### src/sv/assert_macros.svh
// Assertion macros shared by the receiver RTL.
// Depends on nothing; included by modules that carry concurrent checks.
`ifndef ASSERT_MACROS_SVH
`define ASSERT_MACROS_SVH
`ifndef SYNTH
// Implication checked on every rising clock edge outside reset.
`define HKR_ASSERT(lbl, clk, rstn, prop, msg) \
  lbl: assert property (@(posedge clk) disable iff (!rstn) prop) else $error(msg);
// Condition that must never be seen outside reset.
`define HKR_NEVER(lbl, clk, rstn, cond, msg) \
  lbl: assert property (@(posedge clk) disable iff (!rstn) !(cond)) else $error(msg);
`else
`define HKR_ASSERT(lbl, clk, rstn, prop, msg)
`define HKR_NEVER(lbl, clk, rstn, cond, msg)
`endif
`endif

### src/sv/hkr_pkg.sv
// Types and constants of the HK frame / AT line receiver.
// No dependencies; used by the channel interfaces and the top level.
`timescale 1ns / 1ps
package hkr_pkg;

  localparam int BYTE_W = 8;
  localparam int IDX_W  = 9;
  localparam int MODE_W = 3;
  localparam int LEN_W  = 16;

  typedef enum logic [MODE_W-1:0] {
    MODE_NONE   = 3'd0,
    MODE_H_SEEN = 3'd1,
    MODE_BODY   = 3'd2,
    MODE_CR     = 3'd3,
    MODE_AT     = 3'd4
  } mode_t;

  localparam logic [BYTE_W-1:0] CH_H  = 8'h48;
  localparam logic [BYTE_W-1:0] CH_K  = 8'h4B;
  localparam logic [BYTE_W-1:0] CH_CR = 8'h0D;
  localparam logic [BYTE_W-1:0] CH_LF = 8'h0A;

  localparam logic [IDX_W-1:0] LEN_HI_POS   = 9'd54;
  localparam logic [IDX_W-1:0] LEN_LO_POS   = 9'd55;
  localparam logic [IDX_W:0]   HEADER_BYTES = 10'd60;

  localparam logic             TGT_FRAME    = 1'b0;
  localparam logic             TGT_AT       = 1'b1;

endpackage

### src/sv/hkr_in_if.sv
// Input channel: one received serial byte per request.
// Depends on hkr_pkg for the field width.
`timescale 1ns / 1ps
interface hkr_in_if;
  logic                         valid;
  logic                         ready;
  logic [hkr_pkg::BYTE_W-1:0]   rx_byte;

  modport source (output valid, output rx_byte, input ready);
  modport sink   (input valid, input rx_byte, output ready);
endinterface

### src/sv/hkr_out_if.sv
// Result channel: buffer write command and frame status per request.
// Depends on hkr_pkg for the field widths.
`timescale 1ns / 1ps
interface hkr_out_if;
  logic                         valid;
  logic                         ready;
  logic [hkr_pkg::MODE_W-1:0]   mode;
  logic                         wr_en;
  logic                         wr_target;
  logic [hkr_pkg::IDX_W-1:0]    wr_index;
  logic [hkr_pkg::BYTE_W-1:0]   wr_data;
  logic                         frame_done;
  logic [hkr_pkg::LEN_W-1:0]    data_length;
  logic                         abort;

  modport source (output valid, output mode, output wr_en, output wr_target,
                  output wr_index, output wr_data, output frame_done,
                  output data_length, output abort, input ready);
  modport sink   (input valid, input mode, input wr_en, input wr_target,
                  input wr_index, input wr_data, input frame_done,
                  input data_length, input abort, output ready);
endinterface

### src/sv/hk_frame_and_at_line_receiver_top.sv
// HK frame / AT line receiver, top level.
// Depends on hkr_pkg, hkr_in_if, hkr_out_if and assert_macros.svh.
//
// in_chan carries one received serial byte per request (valid/ready).
// out_chan returns one result per byte: a write command (wr_en, wr_target,
// wr_index, wr_data) for the external frame or AT line buffer, the mode
// after the byte, the held payload length, a frame_done pulse and an abort
// flag (consumer clears the heads of both buffers).
// A frame opens with 'H','K'; bytes 54/55 carry a big-endian length and the
// frame closes at length+60 bytes. CR,LF opens an AT line stored below AT_LIMIT.
// Pipeline: input register then result register. Throughput one byte per
// cycle while out_chan.ready is high; the only loop is the position/mode/
// length update, one compare-and-increment per byte.
// Reset (rst_n, synchronous, active low) clears position, mode and length
// and empties both registers.
// Stall: with out_chan.ready low the held result freezes the receiver state;
// an empty input register still takes one byte, then in_chan.ready drops.
`timescale 1ns / 1ps
`include "assert_macros.svh"
module hk_frame_and_at_line_receiver_top #(
  parameter int FRAME_LIMIT = 300,
  parameter int AT_LIMIT    = 60
) (
  input  logic          clk,
  input  logic          rst_n,
  hkr_in_if.sink        in_chan,
  hkr_out_if.source     out_chan
);

  localparam int IW = hkr_pkg::IDX_W;
  localparam logic [IW:0] FRAME_LIM_C = (IW+1)'(FRAME_LIMIT);
  localparam logic [IW:0] AT_LIM_C    = (IW+1)'(AT_LIMIT);

  // pipeline control
  logic inp_valid_r;
  logic [hkr_pkg::BYTE_W-1:0] inp_byte_r;
  logic res_valid_r;
  logic adv;
  logic inp_take;

  assign adv          = !res_valid_r || out_chan.ready;
  assign inp_take     = inp_valid_r && adv;
  assign in_chan.ready = !inp_valid_r || adv;

  // receiver state
  logic [IW-1:0]               pos_r, pos_nxt;
  hkr_pkg::mode_t              mode_r, mode_nxt;
  logic [hkr_pkg::LEN_W-1:0]   len_r, len_nxt;
  logic [hkr_pkg::BYTE_W-1:0]  hi_r, hi_nxt;

  // per-byte outputs
  logic                        wr_en_c, tgt_c, done_c, abort_c;
  logic [IW-1:0]               idx_c;
  logic [IW:0]                 pos_inc;
  logic [IW:0]                 at_pos;
  logic [hkr_pkg::LEN_W:0]     len_end;

  assign pos_inc = {1'b0, pos_r} + (IW+1)'(1);
  assign len_end = {1'b0, len_nxt} + (hkr_pkg::LEN_W+1)'(hkr_pkg::HEADER_BYTES);

  always_comb begin
    pos_nxt  = pos_r;
    mode_nxt = mode_r;
    len_nxt  = len_r;
    hi_nxt   = hi_r;
    wr_en_c  = 1'b0;
    tgt_c    = hkr_pkg::TGT_FRAME;
    idx_c    = '0;
    done_c   = 1'b0;
    abort_c  = 1'b0;
    at_pos   = {1'b0, pos_r};
    if (pos_r == '0) begin
      // junk before a header start is dropped silently
      if (inp_byte_r == hkr_pkg::CH_H) begin
        wr_en_c  = 1'b1;
        mode_nxt = hkr_pkg::MODE_H_SEEN;
        pos_nxt  = IW'(1);
      end else if (inp_byte_r == hkr_pkg::CH_CR) begin
        wr_en_c  = 1'b1;
        tgt_c    = hkr_pkg::TGT_AT;
        mode_nxt = hkr_pkg::MODE_CR;
        pos_nxt  = IW'(1);
      end
    end else if (pos_r == IW'(1)) begin
      if (inp_byte_r == hkr_pkg::CH_K && mode_r == hkr_pkg::MODE_H_SEEN) begin
        wr_en_c  = 1'b1;
        idx_c    = IW'(1);
        mode_nxt = hkr_pkg::MODE_BODY;
        pos_nxt  = IW'(2);
      end else if (inp_byte_r == hkr_pkg::CH_LF && mode_r == hkr_pkg::MODE_CR) begin
        wr_en_c  = 1'b1;
        tgt_c    = hkr_pkg::TGT_AT;
        idx_c    = IW'(1);
        mode_nxt = hkr_pkg::MODE_AT;
        pos_nxt  = IW'(2);
      end else begin
        pos_nxt = '0;
        abort_c = 1'b1;
      end
    end else if (mode_r == hkr_pkg::MODE_BODY) begin
      wr_en_c = 1'b1;
      idx_c   = pos_r;
      if (pos_r == hkr_pkg::LEN_HI_POS) hi_nxt = inp_byte_r;
      if (pos_r == hkr_pkg::LEN_LO_POS) len_nxt = {hi_r, inp_byte_r};
      pos_nxt = pos_inc[IW-1:0];
      // end-of-frame check only past the fixed header
      if (pos_inc > hkr_pkg::HEADER_BYTES) begin
        if ({{(hkr_pkg::LEN_W-IW){1'b0}}, pos_inc} >= len_end) begin
          done_c  = 1'b1;
          pos_nxt = '0;
        end else if (pos_inc >= FRAME_LIM_C) begin
          pos_nxt = '0;   // overrun wraps without done
        end
      end
    end else if (mode_r == hkr_pkg::MODE_AT) begin
      if ({1'b0, pos_r} < AT_LIM_C) begin
        wr_en_c = 1'b1;
        tgt_c   = hkr_pkg::TGT_AT;
        idx_c   = pos_r;
        at_pos  = pos_inc;
      end
      pos_nxt = (at_pos >= AT_LIM_C) ? '0 : at_pos[IW-1:0];
    end else begin
      pos_nxt = '0;
      abort_c = 1'b1;
    end
  end

  // input register
  always_ff @(posedge clk) begin
    if (!rst_n) begin
      inp_valid_r <= 1'b0;
    end else if (in_chan.ready) begin
      inp_valid_r <= in_chan.valid;
    end
    if (in_chan.valid && in_chan.ready) begin
      inp_byte_r <= in_chan.rx_byte;
    end
  end

  // receiver state, advanced once per byte leaving the input register
  always_ff @(posedge clk) begin
    if (!rst_n) begin
      pos_r  <= '0;
      mode_r <= hkr_pkg::MODE_NONE;
      len_r  <= '0;
      hi_r   <= '0;
    end else if (inp_take) begin
      pos_r  <= pos_nxt;
      mode_r <= mode_nxt;
      len_r  <= len_nxt;
      hi_r   <= hi_nxt;
    end
  end

  // result register
  logic [hkr_pkg::MODE_W-1:0] res_mode_r;
  logic                       res_wr_en_r, res_tgt_r, res_done_r, res_abort_r;
  logic [IW-1:0]              res_idx_r;
  logic [hkr_pkg::BYTE_W-1:0] res_data_r;
  logic [hkr_pkg::LEN_W-1:0]  res_len_r;

  always_ff @(posedge clk) begin
    if (!rst_n) begin
      res_valid_r <= 1'b0;
    end else if (adv) begin
      res_valid_r <= inp_valid_r;
    end
    if (inp_take) begin
      res_mode_r  <= mode_nxt;
      res_wr_en_r <= wr_en_c;
      res_tgt_r   <= wr_en_c ? tgt_c : 1'b0;
      res_idx_r   <= wr_en_c ? idx_c : '0;
      res_data_r  <= wr_en_c ? inp_byte_r : '0;
      res_done_r  <= done_c;
      res_len_r   <= len_nxt;
      res_abort_r <= abort_c;
    end
  end

  assign out_chan.valid       = res_valid_r;
  assign out_chan.mode        = res_mode_r;
  assign out_chan.wr_en       = res_wr_en_r;
  assign out_chan.wr_target   = res_tgt_r;
  assign out_chan.wr_index    = res_idx_r;
  assign out_chan.wr_data     = res_data_r;
  assign out_chan.frame_done  = res_done_r;
  assign out_chan.data_length = res_len_r;
  assign out_chan.abort       = res_abort_r;

  // terms used by the checks
  logic take_done, take_abort, res_stall, done_frame_ok, pos_bad;

  assign take_done     = inp_take && done_c;
  assign take_abort    = inp_take && abort_c;
  assign res_stall     = res_valid_r && !out_chan.ready;
  assign done_frame_ok = wr_en_c && (tgt_c == hkr_pkg::TGT_FRAME) &&
                         (mode_r == hkr_pkg::MODE_BODY);
  // AT lines are bounded by the line limit, everything else by the frame limit
  assign pos_bad = (mode_r == hkr_pkg::MODE_AT) ? ({1'b0, pos_r} > AT_LIM_C) :
                                                  ({1'b0, pos_r} >= FRAME_LIM_C);

  // checks
  `HKR_ASSERT(a_done_is_frame_write, clk, rst_n, take_done |-> done_frame_ok, "stray frame_done")
  `HKR_NEVER(a_abort_no_write, clk, rst_n, take_abort && wr_en_c, "abort with a write")
  `HKR_ASSERT(a_abort_clears_pos, clk, rst_n, take_abort |=> (pos_r == '0), "abort kept position")
  `HKR_ASSERT(a_stall_holds_state, clk, rst_n, res_stall |=> $stable({pos_r, len_r}), "stall moved state")
  `HKR_NEVER(a_pos_in_range, clk, rst_n, pos_bad, "position out of range")

endmodule
### src/flat_wrapper.sv
// flat-port wrapper written by rule: the top's interface ports become plain ports
module hk_frame_and_at_line_receiver_top_flat 
#(
  parameter int FRAME_LIMIT = 300,
  parameter int AT_LIMIT    = 60
)
  (clk, rst_n, in_chan_valid, in_chan_rx_byte, in_chan_ready, out_chan_valid, out_chan_mode, out_chan_wr_en, out_chan_wr_target, out_chan_wr_index, out_chan_wr_data, out_chan_frame_done, out_chan_data_length, out_chan_abort, out_chan_ready);
  hkr_in_if in_chan_i ();
  hkr_out_if out_chan_i ();
  input  logic clk;
  input  logic rst_n;
  input wire logic [$bits(in_chan_i.valid)-1:0] in_chan_valid;
  input wire logic [$bits(in_chan_i.rx_byte)-1:0] in_chan_rx_byte;
  output wire logic [$bits(in_chan_i.ready)-1:0] in_chan_ready;
  output wire logic [$bits(out_chan_i.valid)-1:0] out_chan_valid;
  output wire logic [$bits(out_chan_i.mode)-1:0] out_chan_mode;
  output wire logic [$bits(out_chan_i.wr_en)-1:0] out_chan_wr_en;
  output wire logic [$bits(out_chan_i.wr_target)-1:0] out_chan_wr_target;
  output wire logic [$bits(out_chan_i.wr_index)-1:0] out_chan_wr_index;
  output wire logic [$bits(out_chan_i.wr_data)-1:0] out_chan_wr_data;
  output wire logic [$bits(out_chan_i.frame_done)-1:0] out_chan_frame_done;
  output wire logic [$bits(out_chan_i.data_length)-1:0] out_chan_data_length;
  output wire logic [$bits(out_chan_i.abort)-1:0] out_chan_abort;
  input wire logic [$bits(out_chan_i.ready)-1:0] out_chan_ready;
  assign in_chan_i.valid = in_chan_valid;
  assign in_chan_i.rx_byte = in_chan_rx_byte;
  assign in_chan_ready = in_chan_i.ready;
  assign out_chan_valid = out_chan_i.valid;
  assign out_chan_mode = out_chan_i.mode;
  assign out_chan_wr_en = out_chan_i.wr_en;
  assign out_chan_wr_target = out_chan_i.wr_target;
  assign out_chan_wr_index = out_chan_i.wr_index;
  assign out_chan_wr_data = out_chan_i.wr_data;
  assign out_chan_frame_done = out_chan_i.frame_done;
  assign out_chan_data_length = out_chan_i.data_length;
  assign out_chan_abort = out_chan_i.abort;
  assign out_chan_i.ready = out_chan_ready;
  hk_frame_and_at_line_receiver_top #(.FRAME_LIMIT(FRAME_LIMIT), .AT_LIMIT(AT_LIMIT)) u_core (.clk(clk), .rst_n(rst_n), .in_chan(in_chan_i), .out_chan(out_chan_i));
endmodule
### config.mk
export PLATFORM = sky130hd
export DESIGN_NAME = hk_frame_and_at_line_receiver_top_flat
export DESIGN_NICKNAME = d
export VERILOG_FILES = /design/src/sv/hkr_pkg.sv /design/src/sv/hkr_in_if.sv /design/src/sv/hkr_out_if.sv /design/src/sv/hk_frame_and_at_line_receiver_top.sv /design/src/flat_wrapper.sv
export VERILOG_INCLUDE_DIRS = /design/src /design/src/sv
export SDC_FILE = /design/constraint.sdc
export NUM_CORES = 1
export LEC_CHECK = 0
export ABC_AREA = 1
export BUFFER_PORTS_ARGS = -buffer_cell sky130_fd_sc_hd__clkbuf_2
export CELL_PAD_IN_SITES_DETAIL_PLACEMENT = 0
export CELL_PAD_IN_SITES_GLOBAL_PLACEMENT = 1
export CORE_AREA = 3 3 144 146
export DETAILED_ROUTE_END_ITERATION = 16
export DIE_AREA = 0 0 147 149
export PLACE_DENSITY_LB_ADDON = 0.25
export SETUP_SLACK_MARGIN = 0.2
export SLEW_MARGIN = 20
export SYNTH_ARGS = -nofsm -noshare
export SYNTH_HDL_FRONTEND = slang
export SYNTH_SLANG_ARGS = --single-unit
### constraint.sdc
create_clock -name clk -period 4.9 [get_ports clk]
set_clock_uncertainty 0.2 [all_clocks]
set_input_delay 0.245 -clock clk [delete_from_list [all_inputs] [get_ports clk]]
set_output_delay 0.245 -clock clk [all_outputs]
set_load 0.01 [all_outputs]
# [Word-level counts from Yosys, hierarchy flattened]
# Cells that the tools add are included.
[classes] n_addsub=2 mul=0 n_div=0 order_cmp=5 eq_ne=12 n_shift=0 mux=53 bitwise=5 n_reduce_logical=13
[ops] cell="$mux 9" count=16
[ops] cell="$mux 16" count=4
[ops] cell="$mux 10" count=5
[ops] cell="$mux 1" count=21
[ops] cell="$eq 9x6->1 const B" count=2
[ops] cell="$mux 3" count=6
[ops] cell="$add 16x6->17 const B" count=1
[ops] cell="$ge 10x17->1" count=1
[ops] cell="$eq 8x4->1 const B" count=2
[ops] cell="$eq 8x7->1 const B" count=2
[ops] cell="$add 9x1->10 const B" count=1
[ops] cell="$ge 10x6->1 const B" count=1
[ops] cell="$ge 10x9->1 const B" count=1
[ops] cell="$gt 10x6->1 const B" count=1
[ops] cell="$eq 9x1->1 const B" count=1
[ops] cell="$logic_not 9->1" count=1
[ops] cell="$lt 9x6->1 const B" count=1
[ops] cell="$eq 3x2->1 const B" count=2
[ops] cell="$not 1->1" count=5
[ops] cell="$reduce_and 5->1" count=1
[ops] cell="$logic_and 1x1->1" count=4
[ops] cell="$reduce_or 4->1" count=1
[ops] cell="$eq 3x1->1 const B" count=1
[ops] cell="$eq 3x3->1 const B" count=1
[ops] cell="other kinds (6)" count=8
[totals] register_bits=86 latchBits=0 ram_bits=0 romBits=0 input_bits=12 out_inout_bits=42 wordCells=105 memories=0

# [Longest topological paths before layout]
# Gate-level depths: netlist (run 1).
[depth] word_depth=12 depth_mapped=32 depth_no_buf=30

# [Worst setup path before layout (run 1)]
# No wires, ideal clock.
[synth_path] path_kind="reg-to-reg" from="register u_core.pos_r[0]" to="register u_core.pos_r[1]" setup_time_ns=0.131 t_arrival_ns=3.366 t_required_ns=4.569 path_slack_ns=1.203 stages_incl_launch_ff=31 path_buffers=1 synth_period_minus_slack_ns=3.697 cell_sequence="dfxtp_1 -> ha_1 -> nand3_1 -> nor2_4 -> nand2_4 -> buf_12 -> o21ai_4 -> inv_1 -> ha_1 -> nand2_1 -> nor2_1 -> nor2_1 -> xor2_1 -> ha_1 -> nand2_1 -> nor2_1 -> nand3_1 -> nand2_1 -> inv_1 -> nand4_1 -> a21oi_1 -> a21oi_1 -> nand2_1 -> nor2_2 -> nand2_2 -> nand2_2 -> nand2_2 -> nand2_1 -> nand2_1 -> nand2_1 -> a21oi_2"
[synth_between] elab_chain_cells=12 word_cells_on_any_way=29 cone_classes="add/sub: 2; order compare: 5; eq/ne: 3; mux: 17; reduce/logical: 2"
[synth_rtl] element="from (decl)" line_no="hk_frame_and_at_line_receiver_top.sv:46" text="logic [IW-1:0] pos_r, pos_nxt;"
[synth_rtl] element="from (signal assigned)" line_no="hk_frame_and_at_line_receiver_top.sv:149" text="pos_r <= pos_nxt;"
[synth_rtl] element="$eq 9x6->1" line_no="hk_frame_and_at_line_receiver_top.sv:104" text="if (pos_r == hkr_pkg::LEN_LO_POS) len_nxt = {hi_r, inp_byte_r};"
[synth_rtl] element="$mux 16" line_no="hk_frame_and_at_line_receiver_top.sv:104"
[synth_rtl] element="$mux 16" line_no="hk_frame_and_at_line_receiver_top.sv:100" text="end else if (mode_r == hkr_pkg::MODE_BODY) begin"
[synth_rtl] element="$mux 16" line_no="hk_frame_and_at_line_receiver_top.sv:84" text="end else if (pos_r == IW'(1)) begin"
[synth_rtl] element="$mux 16 (*)" line_no="hk_frame_and_at_line_receiver_top.sv:72" text="if (pos_r == '0) begin"
[synth_rtl] element="via u_core.len_nxt, one bit" line_no="hk_frame_and_at_line_receiver_top.sv:48" text="logic [hkr_pkg::LEN_W-1:0] len_r, len_nxt;"
[synth_rtl] element="$add 16x6->17 (*)" line_no="hk_frame_and_at_line_receiver_top.sv:59" text="assign len_end = {1'b0, len_nxt} + (hkr_pkg::LEN_W+1)'(hkr_pkg::HEADER_BYTES);"
[synth_rtl] element="$ge 10x17->1 (*)" line_no="hk_frame_and_at_line_receiver_top.sv:108" text="if ({{(hkr_pkg::LEN_W-IW){1'b0}}, pos_inc} >= len_end) begin"
[synth_rtl] element="$mux 9 (*)" line_no="hk_frame_and_at_line_receiver_top.sv:108"
[synth_rtl] element="$mux 9 (*)" line_no="hk_frame_and_at_line_receiver_top.sv:107" text="if (pos_inc > hkr_pkg::HEADER_BYTES) begin"
[synth_rtl] element="$mux 9 (*)" line_no="hk_frame_and_at_line_receiver_top.sv:100"
[synth_rtl] element="$mux 9 (*)" line_no="hk_frame_and_at_line_receiver_top.sv:84"
[synth_rtl] element="$mux 9 (*)" line_no="hk_frame_and_at_line_receiver_top.sv:72"
# Mark *: on every way through the listed nets, which the timed path passes. The rest lies on a longest branch. The select of a mux whose other input is x is not followed.
# A chain may end at the register's enable or synchronous reset.

# [Worst setup path in the final report (run 1)]
[layout_path] from="register u_core.pos_r[1]" to="register u_core.pos_r[3]"
# Same word-level chain as after synthesis.

==> out/metrics.cfg, run 1 <==
[timing]
max_freq_mhz = 237
hold_violations = 0
fin_crit_ps = 4220
period_share = 0.861
grt_setup_unrepaired = no
fin_setup_tns_ps = 0
drv_slew = 0
slew_headroom = 0.466
setup-violations-final = 0
worst_pin_slew_ps = 800

[die]
die_y_um = 149
start_util = 0.247
num_rows = 51
die_area_mm2 = 0.0219
fp.coreArea_mm2 = 0.0195
ios = 54
dieWidth_um = 147

[setup_path]
slowest_stage = dfxtp_1
cp_num_buf_inv = 2
crit_fanout = 20
cp.required_ps = 4900
critPathArrivalTime_ps = 4220
end_kind = flip-flop
start_kind = flip-flop
critPathKind = flip-flop to flip-flop
crit_top_cell = nand2_1
cpPeakStageDelay_ps = 460
cp_top_family = simple AND/OR/NAND/NOR gates

[clock_tree]
cts_tree = yes
clkLatencyLatePin_ps = 350
post_cts_buffers = 0
cts.reportedPaths.clkPinSlew_ps = 70
htreeDepth = 3
numCtsBuffers = 9
clockBufferDepth = 2
clockRootBuffer = clkbuf_16
clkSinkCount = 86

[synth]
yosysTopAreaCellShare = 0.298
synth_commonest_cells = inv_1 (87), nand2_1 (85), nor2_1 (56)
async_reset_ff_frac = 0
ys_seq_area_frac = 0.456
synth_cells = 565
yosys.area.top_type = edfxtp_1
synthTopCellsByArea = edfxtp_1 (30%), dfxtp_1 (16%), inv_1 (6.8%)
ys.flop_type = edfxtp_1
syn_nets = 594
synth_area_per_cell_um2 = 8.55
synth_enable_flop_cells = 48
yosysMostFrequentCell = inv_1
synth_area_mm2 = 0.00483
yosysUniqueCellTypes = 40
synth_warnings = 0
ys_ff_latch = 86

[drt]
routedWlPerCell_um = 14.6
drc_errors = 0
drt_iter0_markers = 307
wl_met1_um = 6510
met3_length_um = 544
final_antenna_net_count = 0
routed_wl_um = 13100
top_layer_used = met4
dr.pass1.iters = 4
met2RoutedLength_um = 5710
viasPerCell = 4.36
routed-via-count = 3909

[finish]
nFillCells = 2142
fin_cells = 896
nets = 655
syn_to_final_growth_pct = 19.5
drive_above_1_share = 0.222
n_antenna_cell = 0

[global_routing]
grt_max_degree = 46
antenna_found_initial = 0
gr-total-overflow = 0
grt_pass1_wl_um = 21700
grt_pass1_vias = 4034
track_usage = 0.126

[place]
dpl.hpwl_um = 9570
place.gp.congestion = 0.843
place.port_buffers = 53
place_inst = 870

[run_status]
status = finished, final reports clean

[power_and_ir_drop]
leakage_nw = 2.52
ir_drop_uv = 173
powerDensity_mw_per_mm2 = 301

[job]
cap_violations = 0

[min_path]
hold_class = input port to flip-flop

kinds of logic after synthesis:
| group | Yosys count | share of synthesized area |
|---|---|---|
| adders and majority gates | 17 | 0.0440 |
| and+or+nand+nor | 255 | 0.285 |
| AOI/OAI and AO/OA | 85 | 0.0997 |
| DFF | 86 | 0.456 |
| buffers and inverters | 112 | 0.0976 |
| xor gates and xnor gates | 10 | 0.0181 |
final timing paths:
| path | endpoint | from | slack (ps) | cells after the start |
|---|---|---|---|---|
| max | u_core.pos_r[3] | u_core.pos_r[1] | 680 | 27 |
| min | u_core.pos_r[0] | rst_n | 220 | 3 |
| max reg2reg | u_core.pos_r[3] | u_core.pos_r[1] | 680 | 27 |
| min reg2reg | u_core.len_r[14] | u_core.len_r[14] | 310 | 2 |
per-layer routing:
| metal | GRT usage | vias up |
|---|---|---|
| met4 | 0.0545 | 0 |
| li1 | - | 1973 |
| met3 | 0.0228 | 20 |
| met1 | 0.172 | 1834 |
| met2 | 0.196 | 82 |
| met5 | 0 | - |
flip-flops by register name (all words and copies together), names as in the netlist:
name and flops:
u_core.mode_r 3, u_core.out_chan.mode 3, u_core.out_chan.abort 1, u_core.hi_r 8
u_core.out_chan.frame_done 1, u_core.inp_valid_r 1, u_core.inp_byte_r 8, u_core.out_chan.wr_en 1
u_core.pos_r 9, u_core.out_chan.valid 1, u_core.out_chan.wr_index 9, u_core.out_chan.wr_data 8
u_core.out_chan.wr_target 1, u_core.len_r 16, u_core.out_chan.data_length 16
timing repair:
action                                  CTS  global route
hold endpoints to repair                 10             0
hold buffers                             10             0
resized for setup                         0             1
endpoints found under the setup margin    0             3
final cells by class:
| type | count | area (µm²) | share of cell area |
|---|---|---|---|
| Tap cell | 265 | 332 | 0.0574 |
| Timing Repair Buffer | 68 | 403 | 0.0698 |
| Sequential cell | 86 | 2200 | 0.382 |
| Clock buffer | 11 | 233 | 0.0403 |
| Multi-Input combinational cell | 367 | 2170 | 0.375 |
| Clock inverter | 5 | 83.8 | 0.0145 |
| Inverter | 94 | 353 | 0.0611 |
worst min-delay path, cell delays in order:
cell	delay (ps)
clkbuf_2	300
nand2_1	160
a21oi_1	30
power breakdown:
| part | total (mW) | switching [mW] | internal [mW] |
|---|---|---|---|
| clock | 0.748 | 0.300 | 0.448 |
| combinational | 0.180 | 0.122 | 0.0584 |
| sequential | 0.811 | 0.0152 | 0.796 |
cell usage in the layout, fill, tap and decap left out, types with 17 or more instances in the layout:
cell and count:
o21ai_0 36, clkbuf_2 53, nand2_2 18, nand2_1 85
inv_1 86, a21oi_1 33, edfxtp_1 48, dfxtp_1 37
nand3_1 31, ha_1 17, nor2_1 56
stage by stage:
| stage | hold slack (ps) | utilization | worst slack [ps] | cell area, µm² | total power [mW] |
|---|---|---|---|---|---|
| after floorplan | 144 | - | 1200 | 4830 | 0.940 |
| after global placement | 224 | 0.274 | 855 | 5350 | 1.00 |
| after detailed placement | 226 | 0.274 | 674 | 5360 | 1.00 |
| after CTS | 229 | 0.296 | 646 | 5770 | 1.77 |
| after global routing | 282 | 0.296 | 253 | 5770 | 1.82 |
| final | 219 | 0.296 | 679 | 5770 | 1.74 |
(Power assumes the default switching activity.)
==> inputs of run 2 (changes only) <==
--- a/config.mk
+++ b/config.mk
@@ -11,6 +11,7 @@
 export CELL_PAD_IN_SITES_DETAIL_PLACEMENT = 0
 export CELL_PAD_IN_SITES_GLOBAL_PLACEMENT = 1
 export CORE_AREA = 3 3 144 146
+export CTS_BUF_LIST = sky130_fd_sc_hd__clkbuf_4
 export DETAILED_ROUTE_END_ITERATION = 16
 export DIE_AREA = 0 0 147 149
 export PLACE_DENSITY_LB_ADDON = 0.25
==> out/metrics.cfg, run 2 (synthesis gave the netlist of run 1 again) <==
[min_path]
hold_class = input port to flip-flop
hold_start = rst_n

[power_and_ir_drop]
ir_drop_uv = 141
share_comb_of_total_power = 0.123
finalPower_mw = 1.48
switching_share = 0.273
p_int_mw = 1.07
p_sw_mw = 0.404
seqPwrFrac = 0.548
powerDensity_mw_per_mm2 = 262
clock_power_share = 0.329
leakage_nw = 2.47

[timing]
fin_setup_tns_ps = 0
setup-violations-final = 0
slew_headroom = 0.465
worst_pin_slew_ps = 801
hold_ws_ps = 77.5
period_share = 0.865
max_freq_mhz = 236
grt_setup_unrepaired = no
hold_violations = 0
drv_slew = 0
fin_crit_ps = 4240

[drt]
final_antenna_net_count = 0
viasPerCell = 4.38
drc_errors = 0
drt_iter0_markers = 280
dr.pass1.iters = 4
routed_wl_um = 13100
routedWlPerCell_um = 14.6
routed-via-count = 3935

[setup_path]
crit_top_cell = nand2_1
end_kind = flip-flop
crit_fanout = 20
cp.required_ps = 5040
crit_start = u_core.pos_r[1]
cp_num_buf_inv = 2
cp_top_family = simple AND/OR/NAND/NOR gates
slowest_stage = dfxtp_1
start_kind = flip-flop
critPathArrivalTime_ps = 4380
critPathKind = flip-flop to flip-flop
rr_startpoint = u_core.pos_r[1]
cpPeakStageDelay_ps = 490

[global_routing]
antenna_found_initial = 1
gr-total-overflow = 0
grt_pass1_wl_um = 21800
grt_max_degree = 46
grt_pass1_vias = 4068
track_usage = 0.127

[die]
ios = 54
num_rows = 51
fp.coreArea_mm2 = 0.0195
die_area_mm2 = 0.0219
dieWidth_um = 147
die_y_um = 149
start_util = 0.247

[finish]
drive_above_1_share = 0.224
syn_to_final_growth_pct = 16.9
final_common_cell = inv_1
fin_cells = 899
final_cell_mix = inv_1 (86), nand2_1 (85), nor2_1 (56)
nets = 657
postLayoutCoreUtil = 0.289

[clock_tree]
htreeDepth = 3
cts_tree = yes
clkSinkCount = 86
clockRootBuffer = clkbuf_4
clockBufferDepth = 2
post_cts_buffers = 0
clkLatencyLatePin_ps = 480
numCtsBuffers = 9
cts.reportedPaths.clkPinSlew_ps = 140

[place]
dpl.hpwl_um = 9570
place.gp.congestion = 0.843
place.port_buffers = 53
place_inst = 870

[run_status]
status = finished, final reports clean

[job]
cap_violations = 0

## run 2: worst paths after layout
kind / slack (ps) / end / cells after the start
max reg2reg: 660 / u_core.pos_r[3] / 27
min reg2reg: 330 / u_core.out_chan.valid / 2
min: 80 / u_core.pos_r[0] / 3
max: 660 / u_core.pos_r[3] / 27
## run 2: area by class of cell
class | instances | area, µm²
Clock buffer | 11 | 82.6
Timing Repair Buffer | 70 | 423
Antenna cell | 1 | 2.50
Multi-Input combinational cell | 367 | 2170
Sequential cell | 86 | 2200
Tap cell | 265 | 332
Fill cell | 2158 | 13900
Clock inverter | 5 | 83.8
Inverter | 94 | 353
## run 2: worst min-delay path, cell delays in order
cell	delay, ps
clkbuf_2	290
nand2_1	150
a21oi_1	30
## run 2: metal layers
metal	track usage	vias up	share of wire
li1	-	1974	-
met1	0.173	1870	0.50
met2	0.196	72	0.44
met3	0.0319	19	0.038
met4	0.0419	0	0.019
met5	0	-	0
## run 2: power by group through the flow
stage               registers [mW]  logic (mW)  clock network [mW]
floorplan                    0.833       0.108                   0
global placement             0.827       0.175                   0
detailed placement           0.827       0.177                   0
CTS                          0.811       0.185               0.509
global route                 0.814       0.206               0.539
finish                       0.810       0.182               0.486
## run 2: timing repair
| item | in CTS | in global routing |
|---|---|---|
| resized for setup | 0 | 1 |
| endpoints found under the hold margin | 10 | 0 |
| endpoints found under the setup margin | 0 | 5 |
| hold buffers | 12 | 0 |
## run 2: through the flow
stage / worst slack [ps] / instance area, µm²
2_1_floorplan: 1200 / 4830
3_3_place_gp: 855 / 5350
3_5_place_dp: 674 / 5360
4_1_cts: 633 / 5640
5_1_grt: 249 / 5650
6_report: 662 / 5650
